--- src/rtl/mavg_pkg.sv ---
// shared types and constants for the moving-average level meter
// no dependencies; imported by mavg_ring and moving_average_level_meter_core
package mavg_pkg;

  // window and sample geometry
  localparam int unsigned WindowLog2 = 4;
  localparam int unsigned SampleBits = 10;
  localparam int unsigned WindowSize = 1 << WindowLog2;
  localparam int unsigned SumBits    = SampleBits + WindowLog2;
  localparam int unsigned RegBits    = 10;
  localparam int unsigned LevelBits  = 3;
  localparam int unsigned LampBits   = 5;

  typedef logic [SampleBits-1:0] sample_t;
  typedef logic [WindowLog2-1:0] pos_t;
  typedef logic [SumBits-1:0]    sum_t;
  typedef logic [RegBits-1:0]    thr_t;
  typedef logic [LevelBits-1:0]  level_t;

  // configuration register indexes
  localparam logic [1:0] RegThrOne   = 2'd0;
  localparam logic [1:0] RegThrTwo   = 2'd1;
  localparam logic [1:0] RegThrThree = 2'd2;
  localparam logic [1:0] RegThrFour  = 2'd3;

  // threshold reset values
  localparam thr_t ThrOneRst   = 10'd200;
  localparam thr_t ThrTwoRst   = 10'd400;
  localparam thr_t ThrThreeRst = 10'd600;
  localparam thr_t ThrFourRst  = 10'd800;

  // level codes
  localparam level_t LevelZero  = 3'd0;
  localparam level_t LevelOne   = 3'd1;
  localparam level_t LevelTwo   = 3'd2;
  localparam level_t LevelThree = 3'd3;
  localparam level_t LevelFour  = 3'd4;

  // write-and-read request into the sample ring
  typedef struct packed {
    logic    we;
    pos_t    addr;
    sample_t wdata;
  } ring_req_t;

endpackage

--- src/rtl/moving_average_level_meter_core.sv ---
// top level of the moving-average level meter: ring access, running sum, banding
// depends on mavg_pkg and mavg_ring
//
// channel   direction  handshake                    payload
// s_axis    in         s_axis_tvalid/s_axis_tready  tdata[9:0] sample
// m_axis    out        m_axis_tvalid/m_axis_tready  tdata[9:0] average, [12:10] level,
//                                                   [17:13] lamp_pattern
// cfg       in         cfg_we_i                     cfg_index_i, cfg_data_i
//
// one word per cycle while the output is not stalled; a word passes from input to output
// through the ring memory read (read-first, same cycle as the write of the new sample)
// and then through the sum update, compare and output register.
// after reset the ring reads as zero through its valid bits; no clearing pass.
// each stage holds while the one after it is full and stalled; an empty stage
// takes a new word even while a result waits at the output.
module moving_average_level_meter_core (
  input  logic                  clk_i,
  input  logic                  rst_ni,
  // slave side
  input  logic                  s_axis_tvalid,
  output logic                  s_axis_tready,
  input  logic [15:0]           s_axis_tdata,   // [9:0] sample
  // master side
  output logic                  m_axis_tvalid,
  input  logic                  m_axis_tready,
  output logic [23:0]           m_axis_tdata,   // [9:0] average, [12:10] level, [17:13] lamp
  // configuration
  input  logic                  cfg_we_i,
  input  logic [1:0]            cfg_index_i,
  input  mavg_pkg::thr_t        cfg_data_i
);
  import mavg_pkg::*;

  thr_t      thr_one_q, thr_two_q, thr_three_q, thr_four_q;
  logic      s1_valid_q;
  sample_t   s1_sample_q;
  sample_t   old_sample;
  sum_t      sum_q, sum_d;
  pos_t      wpos_q;
  logic      out_valid_q;
  sample_t   avg_q;
  level_t    level_q;
  logic [LampBits-1:0] lamp_q;
  sample_t   avg_d;
  level_t    level_d;
  logic      in_fire, out_free, s1_move;
  ring_req_t ring_req;

  // configuration registers
  always_ff @(posedge clk_i or negedge rst_ni) begin
    if (!rst_ni) begin
      thr_one_q   <= ThrOneRst;
      thr_two_q   <= ThrTwoRst;
      thr_three_q <= ThrThreeRst;
      thr_four_q  <= ThrFourRst;
    end else if (cfg_we_i) begin
      case (cfg_index_i)
        RegThrOne:   thr_one_q   <= cfg_data_i;
        RegThrTwo:   thr_two_q   <= cfg_data_i;
        RegThrThree: thr_three_q <= cfg_data_i;
        RegThrFour:  thr_four_q  <= cfg_data_i;
        default: ;
      endcase
    end
  end

  // handshake and stage movement
  assign out_free      = !out_valid_q || m_axis_tready;
  assign s1_move       = s1_valid_q && out_free;
  assign s_axis_tready = !s1_valid_q || out_free;
  assign in_fire       = s_axis_tvalid && s_axis_tready;

  // ring access: write new sample, read the one it replaces
  assign ring_req.we    = in_fire;
  assign ring_req.addr  = wpos_q;
  assign ring_req.wdata = s_axis_tdata[SampleBits-1:0];

  mavg_ring u_ring (
    .clk_i   (clk_i),
    .rst_ni  (rst_ni),
    .req_i   (ring_req),
    .rdata_o (old_sample)
  );

  // first stage: write position and sample held for the sum update
  always_ff @(posedge clk_i or negedge rst_ni) begin
    if (!rst_ni) begin
      s1_valid_q <= 1'b0;
      wpos_q     <= '0;
    end else begin
      if (in_fire) begin
        s1_valid_q <= 1'b1;
        wpos_q     <= wpos_q + pos_t'(1);
      end else if (s1_move) begin
        s1_valid_q <= 1'b0;
      end
    end
  end

  always_ff @(posedge clk_i) begin
    if (in_fire) begin
      s1_sample_q <= s_axis_tdata[SampleBits-1:0];
    end
  end

  // running sum and banding
  assign sum_d = sum_q + sum_t'(s1_sample_q) - sum_t'(old_sample);
  assign avg_d = sum_d[SumBits-1:WindowLog2];

  always_comb begin
    if (avg_d <= thr_one_q) begin
      level_d = LevelZero;
    end else if (avg_d <= thr_two_q) begin
      level_d = LevelOne;
    end else if (avg_d <= thr_three_q) begin
      level_d = LevelTwo;
    end else if (avg_d <= thr_four_q) begin
      level_d = LevelThree;
    end else begin
      level_d = LevelFour;
    end
  end

  // sum register and output word valid
  always_ff @(posedge clk_i or negedge rst_ni) begin
    if (!rst_ni) begin
      sum_q       <= '0;
      out_valid_q <= 1'b0;
    end else begin
      if (s1_move) begin
        sum_q       <= sum_d;
        out_valid_q <= 1'b1;
      end else if (m_axis_tready) begin
        out_valid_q <= 1'b0;
      end
    end
  end

  // output payload
  always_ff @(posedge clk_i) begin
    if (s1_move) begin
      avg_q   <= avg_d;
      level_q <= level_d;
      lamp_q  <= LampBits'(1) << level_d;
    end
  end

  assign m_axis_tvalid = out_valid_q;
  assign m_axis_tdata  = {6'd0, lamp_q, level_q, avg_q};

endmodule

--- src/rtl/mavg_ring.sv ---
// sample ring: synchronous memory with read-first access and per-entry valid bits
// depends on mavg_pkg
module mavg_ring (
  input  logic                clk_i,
  input  logic                rst_ni,
  input  mavg_pkg::ring_req_t req_i,
  output mavg_pkg::sample_t   rdata_o
);
  import mavg_pkg::*;

  sample_t                 mem [WindowSize];
  sample_t                 rd_raw_q;
  logic [WindowSize-1:0]   valid_q;
  logic                    rd_valid_q;

  // storage: old entry is read out in the same cycle it is overwritten
  always_ff @(posedge clk_i) begin
    if (req_i.we) begin
      rd_raw_q          <= mem[req_i.addr];
      mem[req_i.addr]   <= req_i.wdata;
    end
  end

  // valid bits: an entry never written reads as zero
  always_ff @(posedge clk_i or negedge rst_ni) begin
    if (!rst_ni) begin
      valid_q    <= '0;
      rd_valid_q <= 1'b0;
    end else if (req_i.we) begin
      rd_valid_q           <= valid_q[req_i.addr];
      valid_q[req_i.addr]  <= 1'b1;
    end
  end

  assign rdata_o = rd_valid_q ? rd_raw_q : '0;

endmodule
--- config.mk ---
export PLATFORM = sky130hd
export DESIGN_NAME = moving_average_level_meter_core
export DESIGN_NICKNAME = d
export VERILOG_FILES = /design/src/rtl/mavg_pkg.sv /design/src/rtl/moving_average_level_meter_core.sv /design/src/rtl/mavg_ring.sv
export SDC_FILE = /design/constraint.sdc
export NUM_CORES = 1
export LEC_CHECK = 0
export BUFFER_PORTS_ARGS = -buffer_cell sky130_fd_sc_hd__buf_4
export CAP_MARGIN = 20
export CORE_ASPECT_RATIO = 1.1
export CORE_MARGIN = 8
export CORE_UTILIZATION = 55
export DETAILED_ROUTE_END_ITERATION = 16
export GPL_TIMING_DRIVEN = 1
export PLACE_DENSITY = 0.75
export SLEW_MARGIN = 15
export SYNTH_ARGS = -nofsm -noshare
export SYNTH_HDL_FRONTEND = slang
export SYNTH_HIERARCHICAL = 1
export SYNTH_SLANG_ARGS = --single-unit
--- constraint.sdc ---
create_clock -name clk_i -period 3.9 [get_ports clk_i]
set_input_delay 0.39 -clock clk_i [delete_from_list [all_inputs] [get_ports clk_i]]
set_output_delay 0.39 -clock clk_i [all_outputs]
set_load 0.01 [all_outputs]
==> run summary <==
WP data required = 4.28 ns
H-tree depth = 1
WP data arrival = 4.57 ns
Die Ht = 174 µm
dpl cell area = 13600 µm²
clock slew at reported path FFs = 0.06 ns
status = finished with violations
Final Setup Violations = 8
Post-synth ARST share = 28.0%
Die Width = 159 µm
R2R setup slack = -0.28 ns
number of global-route vias before repair = 7464
drt drc = 0
CTS Root Cell = clkbuf_16
failing checks = negative setup slack
minimum clock period = 4.18 ns
Top-Level Pins = 59
global route overflow = 0
sequential share of the synthesized area = 63.4%
Post-synth EDFFs = 198
CTS buffer count = 27
worst-path cell chain = buf_6, and2_1, fa_1, inv_1, ha_4, a21oi_4, buf_6, nand2_1, o21ai_4, a211o_1, o311ai_4, buf_4, ha_4, nand4_1, nor2_2, a21oi_1, o211ai_1, nand2_2, buf_4, nor3_1
Iter 0 DRT Violations = 370
Final Slew Violations = 0
clk_lat worst skew = 0.54 ns
deepest clock path buffer count = 3
floorplan row count = 57
wire per inst = 20.2 µm
routed vias/inst = 5.61
clock skew = 0.0102 ns
max-cap violation count = 0
core area = 22200 µm²
drt first pass iters = 5
CP Launch Type = register
CP max-delay cell = fa_1
synthesized cell area = 12400 µm²
global-route wire length before repair = 39800 µm
n_diodes = 0
fin nets = 1034
Critical Setup Path Class = reg -> reg
CP Capture Type = register
initial antenna violation count = 0
syn_area_per_cell = 15.6 µm²
Finished Cell Area = 15000 µm²
Post-DRT Antenna Nets = 0
#FFs+latches synth = 275
hold_ws = 0.0526 ns
clk sinks = 275
prevailing post-synth register cell = edfxtp_1
CTS tree = yes
synth warn = 6
GRT Overall Usage = 18.1%
HP Class = in -> reg
PortBufs = 46
final-report hold violation count = 0
largest net degree at the start of global routing = 78
fmax = 239 MHz
wirelength, routed = 25200 µm
setup_tns = -1.84 ns
fin crit share = 107%
synth unique cells = 60
Crit path largest cell delay = 0.53 ns
unrepaired setup endpoints after global routing = true
worst rel slew slack = 24.8%
Final WS setup = -0.284 ns
Initial Util = 56.1%
CP Max Fanout = 6
vias post-DR = 7026
Slew @ Worst Pin = 1.12 ns
GPL Wtd Cong = 0.815
layout cells sized above 1 = 35.2%
DIE AREA = 27700 µm²
Post-DP HPWL = 16600 µm
Layout area overhead = 20.5%
Post-Syn Instances = 797
-- cell type report --
class                           count  area (µm²)
Inverter                           90         338
Clock inverter                     11        88.8
Tap cell                          295         369
Fill cell                        1458        7190
Multi-Input combinational cell    411        4530
Timing Repair Buffer              131        1030
Sequential cell                   275        7890
Clock buffer                       39         741
-- critical path: cells and delay by family (launching register included) --
family	cells	cell delay, ns
buffers and inverters	5	0.71
adders and majority gates	3	1.06
AOI/OAI and AO/OA	6	0.94
and+or+nand+nor	6	0.87
DFF	1	0.44
-- synthesized netlist by cell type (3+ instances only) --
library cell / number / area [µm²]
nand2_1: 32 / 120
buf_2: 5 / 25.0
mux2_2: 36 / 405
a21o_1: 13 / 97.6
mux4_1: 12 / 315
o21ai_0: 25 / 125
nor2b_1: 4 / 25.0
nand4_1: 5 / 31.3
ha_1: 55 / 688
and3_1: 3 / 18.8
buf_4: 6 / 45.0
a211oi_1: 3 / 22.5
mux4_2: 42 / 946
nor3b_1: 4 / 30.0
or2_1: 16 / 100
o22ai_1: 3 / 18.8
nand2b_1: 6 / 37.5
dfstp_2: 13 / 342
and2_1: 13 / 81.3
nand3_1: 10 / 50.1
clkbuf_1: 12 / 45.0
nand3b_1: 6 / 45.0
a21oi_1: 22 / 110
inv_1: 90 / 338
xnor2_1: 10 / 87.6
a31oi_1: 3 / 18.8
nor3_1: 7 / 35.0
nor2_1: 29 / 109
edfxtp_1: 198 / 5950
xor2_1: 6 / 52.6
o211ai_1: 4 / 30.0
dfrtp_1: 64 / 1600
fa_1: 10 / 200
-- placed cells by master, fill, tap and decap left out, types with 4 or more instances in the layout --
master / synthesis / layout
edfxtp_1: 198 / 198
buf_4: 6 / 122
inv_1: 90 / 86
dfrtp_1: 64 / 61
ha_1: 55 / 43
mux4_2: 42 / 42
mux2_2: 36 / 36
nand2_1: 32 / 27
nor2_1: 29 / 27
clkbuf_16: 0 / 27
o21ai_0: 25 / 19
or2_1: 16 / 16
a21o_1: 13 / 13
dfstp_2: 13 / 13
a21oi_1: 22 / 12
ha_4: 0 / 12
mux4_1: 12 / 12
clkbuf_1: 12 / 10
a21oi_2: 1 / 9
and2_1: 13 / 9
fa_1: 10 / 9
nor3_1: 7 / 7
buf_6: 1 / 7
nand2b_1: 6 / 6
nand3_1: 10 / 6
nand3b_1: 6 / 6
conb_1: 1 / 6
nand2_2: 0 / 5
xnor2_1: 10 / 5
and2_4: 1 / 5
xor2_1: 6 / 5
nand4_1: 5 / 5
o211ai_1: 4 / 4
nand3_2: 0 / 4
xnor2_2: 0 / 4
inv_2: 0 / 4
-- routing by layer --
layer | GRT usage [%] | wire, µm | share of wire (%)
met2 | 31.8 | 13100 | 52
met1 | 21.5 | 9810 | 39
met3 | 3.40 | 1390 | 5.5
met4 | 7.55 | 913 | 3.6
met5 | 0 | 0 | 0
-- registers in the layout, summed over array words and instances, names as in the netlist, 10 cells and up --
register	cells
thr_two_q	10
thr_one_q	10
u_ring/valid_q	16
u_ring/rd_raw_q	10
u_ring/mem	160
thr_three_q	10
thr_four_q	10
avg_q	10
sum_q	14
s1_sample_q	10
-- what timing repair did --
action | in CTS | in global routing
buffers inserted | 6 | 10
pin swaps | 30 | 45
hold buffers | 0 | 1
gates resized for setup | 42 | 36
setup endpoints to repair | 8 | 8
endpoints found under the hold margin | 0 | 10
-- per-stage QoR --
step,std cells,utilization (%),setup WS (ns)
2_1_floorplan,802,-,0.0000167
3_5_place_dp,1186,61.4,-0.384
5_1_grt,1252,67.6,-0.445
3_3_place_gp,1186,61.4,-0.272
4_1_cts,1241,66.2,-0.243
6_report,1252,67.6,-0.284
-- worst paths after layout --
check | from | to | cells after the start
worst max register to register | u_ring/rd_valid_q$_DFFE_PN0P_ | level_q[1]$_DFFE_PP_ | 20
worst min register to register | u_ring/valid_q[13]$_DFFE_PN0P_ | u_ring/valid_q[13]$_DFFE_PN0P_ | 1
worst max-delay path | u_ring/rd_valid_q$_DFFE_PN0P_ | level_q[1]$_DFFE_PP_ | 20
min in group asynchronous | rst_ni | thr_four_q[7]$_DFFE_PN0P_ | 2
max in group asynchronous | rst_ni | thr_one_q[3]$_DFFE_PN1P_ | 3
worst min-delay path | s_axis_tvalid | s1_valid_q$_DFFE_PN0P_ | 2
-- kinds of logic after synthesis --
| kind of cell | count (synthesis) | share of synthesized area (%) |
|---|---|---|
| flip-flops | 275 | 63.4 |
| AND/OR/NAND/NOR | 144 | 6.21 |
| buffers and inverters | 116 | 4.01 |
| multiplexers | 91 | 13.5 |
| AO/OA/AOI/OAI | 89 | 4.59 |
| adder cells (fa/ha/maj) | 65 | 7.14 |
| XOR/XNOR | 16 | 1.13 |
| other | 1 | 0.0301 |
Power is not shown: default switching activity piles up to over one toggle a cycle in this logic, so the estimate is an artifact.
